===== config.mk =====
export PLATFORM = sky130hd
export DESIGN_NAME = mlfqs_priority_load_unit_flat
export DESIGN_NICKNAME = d
export VERILOG_FILES = /design/src/rtl/mplu_pkg.sv /design/src/rtl/mplu_if.sv /design/src/rtl/mplu_ctrl.sv /design/src/rtl/mplu_dp.sv /design/src/rtl/mlfqs_priority_load_unit.sv /design/src/flat_wrapper.sv
export SDC_FILE = /design/constraint.sdc
export NUM_CORES = 2
export LEC_CHECK = 0
export ABC_AREA = 1
export BUFFER_PORTS_ARGS = -buffer_cell sky130_fd_sc_hd__buf_2
export CORE_MARGIN = 2
export CORE_UTILIZATION = 40
export CTS_CLUSTER_DIAMETER = 50
export DETAILED_ROUTE_END_ITERATION = 16
export GPL_TIMING_DRIVEN = 0
export HOLD_SLACK_MARGIN = 0.03
export SLEW_MARGIN = 40
export SYNTH_ARGS = -nofsm -noshare
export SYNTH_HDL_FRONTEND = slang
export SYNTH_SLANG_ARGS = --single-unit

===== constraint.sdc =====
create_clock -name clock -period 9.7 [get_ports clock]
set_clock_uncertainty 0.1 [all_clocks]
set_input_delay 0.97 -clock clock [delete_from_list [all_inputs] [get_ports clock]]
set_output_delay 0.97 -clock clock [all_outputs]
set_load 0.1 [all_outputs]

===== src/rtl/mplu_pkg.sv =====
`timescale 1ns / 1ps

package mplu_pkg;

   // Fixed-point format and field widths
   localparam int FRAC_BITS   = 14;
   localparam int FIX_W       = 32;
   localparam int CPU_W       = 32;
   localparam int NICE_W      = 6;
   localparam int COUNT_W     = 8;
   localparam int PRIO_W      = 8;
   localparam int OPCODE_W    = 3;
   localparam int LOAD_NOW_W  = 31;
   localparam int CSR_INDEX_W = 4;
   localparam int CSR_DATA_W  = PRIO_W;

   localparam logic [PRIO_W-1:0] HIGHEST_RESET = PRIO_W'(63);
   localparam logic [PRIO_W-1:0] LOWEST_RESET  = PRIO_W'(0);

   localparam logic [CSR_INDEX_W-1:0] CSR_HIGHEST = CSR_INDEX_W'(0);
   localparam logic [CSR_INDEX_W-1:0] CSR_LOWEST  = CSR_INDEX_W'(1);

   // Scheduler constants
   localparam longint ONE          = longint'(1) <<< FRAC_BITS;
   localparam longint HALF         = ONE / 2;
   localparam longint LOAD_K       = (59 * ONE) / 60;
   localparam longint LOAD_STEP    = ONE / 60;
   localparam longint REPORT_SCALE = 100;
   localparam int     CPU_DIV_SH   = 2;            // recent cpu / 4
   localparam longint CPU_DIV_BIAS = (longint'(1) <<< CPU_DIV_SH) - 1;

   // Datapath widths
   localparam int DIV_W  = FIX_W + 1 + FRAC_BITS;  // 2L*F and shifted divisor
   localparam int MA_W   = FIX_W + 1;
   localparam int MB_W   = FRAC_BITS + 2;
   localparam int PROD_W = MA_W + MB_W;
   localparam int STEP_W = COUNT_W + 1 + FRAC_BITS;
   localparam int CNT_W  = $clog2(FRAC_BITS);

   typedef enum logic [OPCODE_W-1:0] {
      OP_PRIORITY      = 3'd0,
      OP_DECAY_CPU     = 3'd1,
      OP_UPDATE_LOAD   = 3'd2,
      OP_INCREMENT_CPU = 3'd3,
      OP_REPORT_CPU    = 3'd4,
      OP_REPORT_LOAD   = 3'd5
   } opcode_type;

   typedef struct packed {
      opcode_type                opcode;
      logic signed [CPU_W-1:0]   cpu_usage;
      logic signed [NICE_W-1:0]  niceness;
      logic [COUNT_W-1:0]        ready_count;
      logic                      running_idle;
      logic [PRIO_W-1:0]         old_priority;
   } req_payload_type;

   typedef struct packed {
      logic signed [FIX_W-1:0]   result_value;
      logic [LOAD_NOW_W-1:0]     load_now;
   } rsp_payload_type;

   typedef struct packed {
      logic start;      // capture item, load divider
      logic div_step;   // one quotient bit
      logic mul_step;   // register product
      logic finish;     // form result, commit load, fill output register
   } dp_cmd_type;

   typedef struct packed {
      logic op_decay;
   } dp_status_type;

   // Divide by F truncating toward zero
   function automatic logic signed [PROD_W-1:0] trunc_frac(
      input logic signed [PROD_W-1:0] x);
      logic signed [PROD_W-1:0] bias;
      bias = x[PROD_W-1] ? PROD_W'(ONE - 1) : '0;
      return (x + bias) >>> FRAC_BITS;
   endfunction

   // Divide by F rounding to nearest, halves away from zero
   function automatic logic signed [PROD_W-1:0] round_frac(
      input logic signed [PROD_W-1:0] x);
      logic signed [PROD_W-1:0] bias;
      bias = x[PROD_W-1] ? PROD_W'(HALF - 1) : PROD_W'(HALF);
      return (x + bias) >>> FRAC_BITS;
   endfunction

endpackage


===== src/rtl/mplu_if.sv =====
`timescale 1ns / 1ps

interface mplu_req_if;
   logic                                  valid;
   logic                                  ready;
   logic [mplu_pkg::OPCODE_W-1:0]         opcode;
   logic signed [mplu_pkg::CPU_W-1:0]     cpu_usage;
   logic signed [mplu_pkg::NICE_W-1:0]    niceness;
   logic [mplu_pkg::COUNT_W-1:0]          ready_count;
   logic                                  running_idle;
   logic [mplu_pkg::PRIO_W-1:0]           old_priority;

   modport source (output valid, opcode, cpu_usage, niceness, ready_count, running_idle,
                   old_priority, input ready);
   modport sink (input valid, opcode, cpu_usage, niceness, ready_count, running_idle,
                 old_priority, output ready);
endinterface

interface mplu_rsp_if;
   logic                                  valid;
   logic                                  ready;
   logic signed [mplu_pkg::FIX_W-1:0]     result_value;
   logic [mplu_pkg::LOAD_NOW_W-1:0]       load_now;

   modport source (output valid, result_value, load_now, input ready);
   modport sink (input valid, result_value, load_now, output ready);
endinterface

interface mplu_csr_if;
   logic                                  valid;
   logic                                  ready;
   logic [mplu_pkg::CSR_INDEX_W-1:0]      index;
   logic [mplu_pkg::CSR_DATA_W-1:0]       data;

   modport source (output valid, index, data, input ready);
   modport sink (input valid, index, data, output ready);
endinterface


===== src/rtl/mplu_ctrl.sv =====
`timescale 1ns / 1ps

module mplu_ctrl (
   input  logic                    clock,
   input  logic                    reset,
   input  logic                    req_valid,
   output logic                    req_ready,
   input  logic                    rsp_ready,
   output logic                    rsp_valid,
   input  mplu_pkg::dp_status_type status,
   output mplu_pkg::dp_cmd_type    cmd
);

   typedef enum logic [3:0] {
      ST_IDLE     = 4'b0001,
      ST_DIVIDE   = 4'b0010,
      ST_MULTIPLY = 4'b0100,
      ST_FINISH   = 4'b1000
   } state_type;

   localparam logic [mplu_pkg::CNT_W-1:0] LAST_BIT = mplu_pkg::CNT_W'(mplu_pkg::FRAC_BITS - 1);

   state_type                    state_ff, state_in;
   logic [mplu_pkg::CNT_W-1:0]   cnt_ff, cnt_in;
   logic                         rsp_valid_ff, rsp_valid_in;
   logic                         out_free;

   assign out_free  = !rsp_valid_ff || rsp_ready;
   assign req_ready = (state_ff == ST_IDLE);
   assign rsp_valid = rsp_valid_ff;

   always_comb begin
      cmd.start    = (state_ff == ST_IDLE) && req_valid;
      cmd.div_step = (state_ff == ST_DIVIDE) && status.op_decay;
      cmd.mul_step = (state_ff == ST_MULTIPLY);
      cmd.finish   = (state_ff == ST_FINISH) && out_free;
   end

   always_comb begin
      state_in = state_ff;
      cnt_in   = cnt_ff;
      unique case (state_ff)
         ST_IDLE: begin
            cnt_in = '0;
            if (req_valid) begin
               state_in = ST_DIVIDE;
            end
         end
         ST_DIVIDE: begin
            // only the decay opcode needs the quotient
            if (!status.op_decay || cnt_ff == LAST_BIT) begin
               state_in = ST_MULTIPLY;
            end else begin
               cnt_in = cnt_ff + 1'b1;
            end
         end
         ST_MULTIPLY: begin
            state_in = ST_FINISH;
         end
         ST_FINISH: begin
            if (out_free) begin
               state_in = ST_IDLE;
            end
         end
         default: begin
            state_in = ST_IDLE;
         end
      endcase
   end

   always_comb begin
      if (cmd.finish) begin
         rsp_valid_in = 1'b1;
      end else if (rsp_ready) begin
         rsp_valid_in = 1'b0;
      end else begin
         rsp_valid_in = rsp_valid_ff;
      end
   end

   always_ff @(posedge clock) begin
      if (reset) begin
         state_ff     <= ST_IDLE;
         cnt_ff       <= '0;
         rsp_valid_ff <= 1'b0;
      end else begin
         state_ff     <= state_in;
         cnt_ff       <= cnt_in;
         rsp_valid_ff <= rsp_valid_in;
      end
   end

endmodule


===== src/rtl/mplu_dp.sv =====
`timescale 1ns / 1ps

module mplu_dp (
   input  logic                                clock,
   input  logic                                reset,
   input  mplu_pkg::dp_cmd_type                cmd,
   output mplu_pkg::dp_status_type             status,
   input  mplu_pkg::req_payload_type           req_data,
   input  logic                                csr_we,
   input  logic [mplu_pkg::CSR_INDEX_W-1:0]    csr_index,
   input  logic [mplu_pkg::CSR_DATA_W-1:0]     csr_data,
   output mplu_pkg::rsp_payload_type           rsp_data
);

   localparam int FB     = mplu_pkg::FRAC_BITS;
   localparam int FIX_W  = mplu_pkg::FIX_W;
   localparam int DIV_W  = mplu_pkg::DIV_W;
   localparam int MA_W   = mplu_pkg::MA_W;
   localparam int MB_W   = mplu_pkg::MB_W;
   localparam int PROD_W = mplu_pkg::PROD_W;
   localparam int STEP_W = mplu_pkg::STEP_W;

   mplu_pkg::req_payload_type        item_ff, item_in;
   logic [mplu_pkg::PRIO_W-1:0]      hi_ff, hi_in, lo_ff, lo_in;
   logic signed [FIX_W-1:0]          load_ff, load_in;
   logic [DIV_W-1:0]                 rem_ff, rem_in, dsh_ff, dsh_in, den;
   logic [FB-1:0]                    quo_ff, quo_in;
   logic signed [PROD_W-1:0]         product_ff, product_in;
   logic [STEP_W-1:0]                step_ff, step_in;
   mplu_pkg::rsp_payload_type        rsp_ff, rsp_in;

   logic signed [MA_W-1:0]           mul_a;
   logic signed [MB_W-1:0]           mul_b;
   logic signed [PROD_W-1:0]         mul_full;
   logic signed [PROD_W-1:0]         cpu_ext, cpu_q, nice2_term, hi_term, prio_x;
   logic signed [PROD_W-1:0]         rnd, trn, lo_ext, hi_ext, decay_sum, load_next;
   logic [mplu_pkg::COUNT_W:0]       run_count;
   logic signed [FIX_W-1:0]          result;

   assign status.op_decay = (item_ff.opcode == mplu_pkg::OP_DECAY_CPU);
   assign rsp_data        = rsp_ff;

   // Configuration registers
   always_comb begin
      hi_in = hi_ff;
      lo_in = lo_ff;
      if (csr_we) begin
         unique case (csr_index)
            mplu_pkg::CSR_HIGHEST: hi_in = csr_data;
            mplu_pkg::CSR_LOWEST:  lo_in = csr_data;
            default: begin
            end
         endcase
      end
   end

   assign item_in = cmd.start ? req_data : item_ff;

   // Restoring divider for c = 2L*F / (2L+F). Load never goes negative, so the
   // quotient is below F and FRAC_BITS quotient bits suffice.
   assign den = (DIV_W'(load_ff[FIX_W-2:0]) << 1) + DIV_W'(mplu_pkg::ONE);

   always_comb begin
      rem_in = rem_ff;
      dsh_in = dsh_ff;
      quo_in = quo_ff;
      if (cmd.start) begin
         rem_in = DIV_W'(load_ff[FIX_W-2:0]) << (FB + 1);
         dsh_in = den << (FB - 1);
         quo_in = '0;
      end else if (cmd.div_step) begin
         dsh_in = dsh_ff >> 1;
         if (rem_ff >= dsh_ff) begin
            rem_in = rem_ff - dsh_ff;
            quo_in = {quo_ff[FB-2:0], 1'b1};
         end else begin
            quo_in = {quo_ff[FB-2:0], 1'b0};
         end
      end
   end

   // Priority argument: hi*F - (cpu/4 + 2*nice*F)
   always_comb begin
      cpu_ext    = PROD_W'(item_ff.cpu_usage);
      cpu_q      = (cpu_ext + (cpu_ext[PROD_W-1] ? PROD_W'(mplu_pkg::CPU_DIV_BIAS)
                                                 : PROD_W'(0)))
                   >>> mplu_pkg::CPU_DIV_SH;
      nice2_term = PROD_W'(item_ff.niceness) <<< (FB + 1);
      hi_term    = PROD_W'(hi_ff) <<< FB;
      prio_x     = hi_term - (cpu_q + nice2_term);
   end

   // Shared multiplier operands
   always_comb begin
      mul_a = MA_W'(item_ff.cpu_usage);
      mul_b = MB_W'(mplu_pkg::REPORT_SCALE);
      case (item_ff.opcode) inside
         mplu_pkg::OP_DECAY_CPU: begin
            mul_a = MA_W'(item_ff.cpu_usage);
            mul_b = MB_W'(quo_ff);
         end
         mplu_pkg::OP_UPDATE_LOAD: begin
            mul_a = MA_W'(load_ff);
            mul_b = MB_W'(mplu_pkg::LOAD_K);
         end
         mplu_pkg::OP_REPORT_LOAD: begin
            mul_a = MA_W'(load_ff);
            mul_b = MB_W'(mplu_pkg::REPORT_SCALE);
         end
         default: begin
         end
      endcase
      mul_full = mul_a * mul_b;
   end

   assign run_count = {1'b0, item_ff.ready_count} + {{mplu_pkg::COUNT_W{1'b0}},
                                                     !item_ff.running_idle};

   always_comb begin
      product_in = product_ff;
      step_in    = step_ff;
      if (cmd.mul_step) begin
         product_in = (item_ff.opcode == mplu_pkg::OP_PRIORITY) ? prio_x : mul_full;
         step_in    = STEP_W'(run_count) * STEP_W'(mplu_pkg::LOAD_STEP);
      end
   end

   // Result formation
   always_comb begin
      rnd       = mplu_pkg::round_frac(product_ff);
      trn       = mplu_pkg::trunc_frac(product_ff);
      lo_ext    = PROD_W'(lo_ff);
      hi_ext    = PROD_W'(hi_ff);
      decay_sum = trn + (PROD_W'(item_ff.niceness) <<< FB);
      load_next = trn + $signed(PROD_W'(step_ff));
      result    = '0;
      case (item_ff.opcode) inside
         mplu_pkg::OP_PRIORITY: begin
            if (item_ff.running_idle) begin
               result = FIX_W'(item_ff.old_priority);
            end else if (rnd < lo_ext) begin
               result = FIX_W'(lo_ff);
            end else if (rnd > hi_ext) begin
               result = FIX_W'(hi_ff);
            end else begin
               result = rnd[FIX_W-1:0];
            end
         end
         mplu_pkg::OP_DECAY_CPU: result = decay_sum[FIX_W-1:0];
         mplu_pkg::OP_UPDATE_LOAD: result = load_next[FIX_W-1:0];
         mplu_pkg::OP_INCREMENT_CPU: begin
            result = item_ff.running_idle ? item_ff.cpu_usage
                                          : item_ff.cpu_usage + FIX_W'(mplu_pkg::ONE);
         end
         mplu_pkg::OP_REPORT_CPU, mplu_pkg::OP_REPORT_LOAD: result = rnd[FIX_W-1:0];
         default: result = '0;
      endcase
   end

   always_comb begin
      load_in = load_ff;
      rsp_in  = rsp_ff;
      if (cmd.finish) begin
         if (item_ff.opcode == mplu_pkg::OP_UPDATE_LOAD) begin
            load_in = load_next[FIX_W-1:0];
         end
         rsp_in.result_value = result;
         rsp_in.load_now     = (item_ff.opcode == mplu_pkg::OP_UPDATE_LOAD)
                               ? load_next[mplu_pkg::LOAD_NOW_W-1:0]
                               : load_ff[mplu_pkg::LOAD_NOW_W-1:0];
      end
   end

   always_ff @(posedge clock) begin
      if (reset) begin
         hi_ff   <= mplu_pkg::HIGHEST_RESET;
         lo_ff   <= mplu_pkg::LOWEST_RESET;
         load_ff <= '0;
      end else begin
         hi_ff   <= hi_in;
         lo_ff   <= lo_in;
         load_ff <= load_in;
      end
   end

   always_ff @(posedge clock) begin
      item_ff    <= item_in;
      rem_ff     <= rem_in;
      dsh_ff     <= dsh_in;
      quo_ff     <= quo_in;
      product_ff <= product_in;
      step_ff    <= step_in;
      rsp_ff     <= rsp_in;
   end

endmodule


===== src/rtl/mlfqs_priority_load_unit.sv =====
`timescale 1ns / 1ps

// Channel   Dir  Payload                                                  Moves when
// req_bus   in   opcode cpu_usage niceness ready_count running_idle        valid & ready
//                old_priority
// rsp_bus   out  result_value load_now                                  valid & ready
// csr_bus   in   index data (0 highest_priority, 1 lowest_priority)       valid & ready
//
// Steps: a decay item runs the one-bit-per-cycle restoring divider for FRAC_BITS
// quotient bits, then the shared multiplier, then the result; every other opcode
// skips the divider steps and goes through operand setup, shared multiplier, result.
// One item is worked on at a time; req_ready returns as soon as the result sits in
// the output register, so the next transfer may come while that result still waits.
// Reset (synchronous, active high) clears the load average, restores the priority
// limits to 63 and 0, and empties the output register; no clearing pass is needed.
// csr_bus is always ready.

module mlfqs_priority_load_unit (
   input  logic       clock,
   input  logic       reset,
   mplu_req_if.sink   req_bus,
   mplu_rsp_if.source rsp_bus,
   mplu_csr_if.sink   csr_bus
);

   mplu_pkg::dp_cmd_type      cmd;
   mplu_pkg::dp_status_type   status;
   mplu_pkg::req_payload_type req_data;
   mplu_pkg::rsp_payload_type rsp_data;
   logic                      csr_we;

   // Pack the request fields for the datapath capture register
   always_comb begin
      req_data.opcode       = mplu_pkg::opcode_type'(req_bus.opcode);
      req_data.cpu_usage    = req_bus.cpu_usage;
      req_data.niceness     = req_bus.niceness;
      req_data.ready_count  = req_bus.ready_count;
      req_data.running_idle = req_bus.running_idle;
      req_data.old_priority = req_bus.old_priority;
   end

   // Configuration writes never stall
   assign csr_bus.ready = 1'b1;
   assign csr_we        = csr_bus.valid && csr_bus.ready;

   mplu_ctrl u_ctrl (
      .clock     (clock),
      .reset     (reset),
      .req_valid (req_bus.valid),
      .req_ready (req_bus.ready),
      .rsp_ready (rsp_bus.ready),
      .rsp_valid (rsp_bus.valid),
      .status    (status),
      .cmd       (cmd)
   );

   mplu_dp u_dp (
      .clock     (clock),
      .reset     (reset),
      .cmd       (cmd),
      .status    (status),
      .req_data  (req_data),
      .csr_we    (csr_we),
      .csr_index (csr_bus.index),
      .csr_data  (csr_bus.data),
      .rsp_data  (rsp_data)
   );

   // Drive the result channel from the output register
   assign rsp_bus.result_value = rsp_data.result_value;
   assign rsp_bus.load_now     = rsp_data.load_now;

endmodule


===== src/flat_wrapper.sv =====
// flat-port wrapper written by rule: the top's interface ports become plain ports
module mlfqs_priority_load_unit_flat 
  (clock, reset, req_bus_valid, req_bus_opcode, req_bus_cpu_usage, req_bus_niceness, req_bus_ready_count, req_bus_running_idle, req_bus_old_priority, req_bus_ready, rsp_bus_valid, rsp_bus_result_value, rsp_bus_load_now, rsp_bus_ready, csr_bus_valid, csr_bus_index, csr_bus_data, csr_bus_ready);
  mplu_req_if req_bus_i ();
  mplu_rsp_if rsp_bus_i ();
  mplu_csr_if csr_bus_i ();
  input  logic clock;
  input  logic reset;
  input wire logic [$bits(req_bus_i.valid)-1:0] req_bus_valid;
  input wire logic [$bits(req_bus_i.opcode)-1:0] req_bus_opcode;
  input wire logic [$bits(req_bus_i.cpu_usage)-1:0] req_bus_cpu_usage;
  input wire logic [$bits(req_bus_i.niceness)-1:0] req_bus_niceness;
  input wire logic [$bits(req_bus_i.ready_count)-1:0] req_bus_ready_count;
  input wire logic [$bits(req_bus_i.running_idle)-1:0] req_bus_running_idle;
  input wire logic [$bits(req_bus_i.old_priority)-1:0] req_bus_old_priority;
  output wire logic [$bits(req_bus_i.ready)-1:0] req_bus_ready;
  output wire logic [$bits(rsp_bus_i.valid)-1:0] rsp_bus_valid;
  output wire logic [$bits(rsp_bus_i.result_value)-1:0] rsp_bus_result_value;
  output wire logic [$bits(rsp_bus_i.load_now)-1:0] rsp_bus_load_now;
  input wire logic [$bits(rsp_bus_i.ready)-1:0] rsp_bus_ready;
  input wire logic [$bits(csr_bus_i.valid)-1:0] csr_bus_valid;
  input wire logic [$bits(csr_bus_i.index)-1:0] csr_bus_index;
  input wire logic [$bits(csr_bus_i.data)-1:0] csr_bus_data;
  output wire logic [$bits(csr_bus_i.ready)-1:0] csr_bus_ready;
  assign req_bus_i.valid = req_bus_valid;
  assign req_bus_i.opcode = req_bus_opcode;
  assign req_bus_i.cpu_usage = req_bus_cpu_usage;
  assign req_bus_i.niceness = req_bus_niceness;
  assign req_bus_i.ready_count = req_bus_ready_count;
  assign req_bus_i.running_idle = req_bus_running_idle;
  assign req_bus_i.old_priority = req_bus_old_priority;
  assign req_bus_ready = req_bus_i.ready;
  assign rsp_bus_valid = rsp_bus_i.valid;
  assign rsp_bus_result_value = rsp_bus_i.result_value;
  assign rsp_bus_load_now = rsp_bus_i.load_now;
  assign rsp_bus_i.ready = rsp_bus_ready;
  assign csr_bus_i.valid = csr_bus_valid;
  assign csr_bus_i.index = csr_bus_index;
  assign csr_bus_i.data = csr_bus_data;
  assign csr_bus_ready = csr_bus_i.ready;
  mlfqs_priority_load_unit u_core (.clock(clock), .reset(reset), .req_bus(req_bus_i), .rsp_bus(rsp_bus_i), .csr_bus(csr_bus_i));
endmodule

==> run metrics <==
hold path start u_core.u_dp.lo_ff[2]; element type at the critical path end register; total global-route track usage 29.5%; drt drc 0; Worst slew margin 37.1%; std cell rows 118; commonest non-fill, non-tap cell in the layout inv_1; Seq/Total Area, Yosys 22.7%; final hold violation count 0; Hold Path Class register to register; Worst Max-Slew Pin Slew 0.941 ns; initial antenna violation count 2; CTS root buffer clkbuf_16; total number of vias 38761; final wirelength 160 mm; Final Non-Filler Cells 7179; die area 108000 um2; starting density of the core 40.5%; CTS tree built; Slew Limit Fails 0; largest net degree at the start of global routing 43; critical path peak fanout 10; Mapped Nets 6320; dpl cells 7076; layout overhead on the synthesized area 11.6%; final setup vio count 0; status finished, final reports clean; nets 6544; Setup Fix Bufs, Post-CTS 0; clock slew at reported path FFs 0.06 ns; wire length per cell 22.3 um; largest stage delay on the critical path 0.60 ns; Clock Tree Buf Depth 3; Critical R2R Capture u_core.u_dp.product_ff[40]; type of the worst setup path register to register; post-synth cell types 73; Hold Path End u_core.u_dp.lo_ff[2]; Crit Reg-Reg Startpoint u_core.u_dp.item_ff[57]; first-pass GRT wire length 237 mm; # IOs 141; fmax 108 MHz; Synth Register Bits 351; TritonCTS Buffers 53; iteration-0 DRC count of the detailed router 4134; Clock Latency Late Sink 0.66 ns; CP Launch Type register; core region area 104000 um2; area of the mapped netlist 42100 um2; drt pass-1 iters 6; Chip Width 328 um; grt ovf 0; number of global-route vias before repair 37584; Critical Path RT 10.00 ns; R2R depth 31; flop-to-flop setup slack 0.48 ns; layout cells sized above 1 8.77%; I/O Buffers 138; period utilization 95.0%; unrepaired setup endpoints after global routing false; Sink Count 351; hpwl dp 137 mm; Post-synth ARST share 0%; Die Y-Extent 328 um; cells after synthesis 5527; post-DR vias/cell 5.40; htree depth 2; synth warn 0; Routed Antenna Nets 0; CTS Hold Bufs 0; Avg Inst Size Synth 7.62 um2; Final Critical Period 9.22 ns; WP data arrival 9.52 ns; Max Cap Viol 0; WHS Path Cells 2; most frequent cells in the layout inv_1 (1150), nand2_1 (986), nor2_1 (638); Slowest cell on crit path buf_1; number of synthesized flops with an enable pin 251; most used flip-flop cell after synthesis edfxtp_1; GPL Wtd Cong 1.02
-- flip-flops by register name, summed over array words and instances, names as in the netlist --
name	count
u_core.u_ctrl.cnt_ff	4
u_core.u_ctrl.rsp_valid	1
u_core.u_ctrl.state_ff	4
u_core.u_dp.cpu_ext	32
u_core.u_dp.dsh_ff	46
u_core.u_dp.hi_ff	8
u_core.u_dp.item_ff	26
u_core.u_dp.lo_ff	8
u_core.u_dp.load_ff	32
u_core.u_dp.product_ff	48
u_core.u_dp.quo_ff	14
u_core.u_dp.rem_ff	47
u_core.u_dp.rsp_data	63
u_core.u_dp.step_ff	18
-- final cells by class --
class | instances | area [um2]
well taps | 1380 | 1730
fillers | 10654 | 57000
clock buffers | 57 | 1370
repair buffers | 169 | 918
flip-flops and latches | 351 | 9540
diodes | 4 | 10.0
inverters | 1186 | 4450
plain buffers | 122 | 579
multi-input cells | 3868 | 27800
clock inverters | 42 | 594
-- through the flow --
| stage | setup TNS [ns] | utilization [%] | cell area (um2) | hold WS [ns] | setup WS [ns] |
|---|---|---|---|---|---|
| 3_3_place_gp | -198.70 | 42.8 | 44500 | 0.367 | -4.41 |
| 5_1_grt | 0 | 45.2 | 46900 | 0.380 | 0.0298 |
| 2_1_floorplan | 0 | - | 42100 | 0.337 | 0.0777 |
| 6_report | 0 | 45.2 | 47000 | 0.380 | 0.482 |
| 3_5_place_dp | -0.0423 | 43.2 | 44900 | 0.367 | -0.0285 |
| 4_1_cts | 0 | 45.1 | 46900 | 0.365 | 0.0659 |
-- critical path, delay by kind of cell (launching register included) --
kind | cells | cell delay [ns]
adders and majority gates | 7 | 3.50
buffers and inverters | 9 | 1.66
and+or+nand+nor | 7 | 1.60
AOI/OAI and AO/OA | 8 | 1.55
DFF | 1 | 0.53
-- logic make-up after synthesis --
family	share of synthesized area (%)
compound gates	11.9
simple gates	21.2
fa+ha+maj	28.9
flops	22.7
mux	0.0268
buf+inv	11.9
other cells	0.00891
xor+xnor	3.36
-- cell usage after synthesis (5+ instances only) --
master     count  area [um2]
buf_1          8        30.0
clkinv_1       5        18.8
a211oi_1       7        52.6
nor2_4        19         214
a21o_1        12        90.1
dfxtp_1      100        2000
a21oi_2        6        52.6
nand3b_1      14         105
xnor2_1       50         438
clkbuf_1      90         338
buf_2         13        65.1
o22ai_1       81         507
o21ai_0      260        1300
o211ai_1      11        82.6
fa_1         425        8510
nor2_2        23         144
inv_1       1150        4320
nand2_2       30         188
and3_1         5        31.3
ha_1         293        3670
a21oi_1      337        1690
o21bai_1      17         128
edfxtp_1     251        7540
o31ai_1        5        37.5
or2_2         17         106
nand3_1      214        1070
o21ai_1       45         225
a31oi_1       34         213
nor4_1        17         106
nand4_1       51         319
o221ai_1      14         123
nor2_1       642        2410
o2111ai_1      9        78.8
nor3_1        58         290
xor2_1       106         928
inv_2         31         116
nand2_1      987        3700
o21a_1        19         143
a221oi_1       5        43.8
-- worst max path at each step --
stage                       startpoint                    endpoint  slack, ns  cells past startpoint
4_1_cts        u_core.u_dp.item_ff[57]  u_core.u_dp.product_ff[42]       0.07                     36
3_3_place_gp             rsp_bus_ready     u_core.u_dp.load_ff[16]      -4.41                      9
3_5_place_dp   u_core.u_dp.item_ff[57]  u_core.u_dp.product_ff[35]      -0.03                     33
5_1_grt        u_core.u_dp.item_ff[56]  u_core.u_dp.product_ff[47]       0.03                     35
2_1_floorplan            rsp_bus_ready     u_core.u_dp.load_ff[16]       0.08                      8
6_report       u_core.u_dp.item_ff[57]  u_core.u_dp.product_ff[40]       0.48                     31
-- routing by layer --
metal / share of wire (%) / GRT usage [%]
met5: 0 / 0
met4: 2.7 / 7.69
met3: 7.9 / 3.65
met2: 45 / 46.8
met1: 44 / 42.5
-- what timing repair did --
item,in CTS,in global routing
setup endpoints to repair,5,29
gates cloned,0,0
resized for setup,2,36
pin swaps,0,0
Power is not shown: default switching activity piles up to over one toggle a cycle in this logic, so the estimate is an artifact.
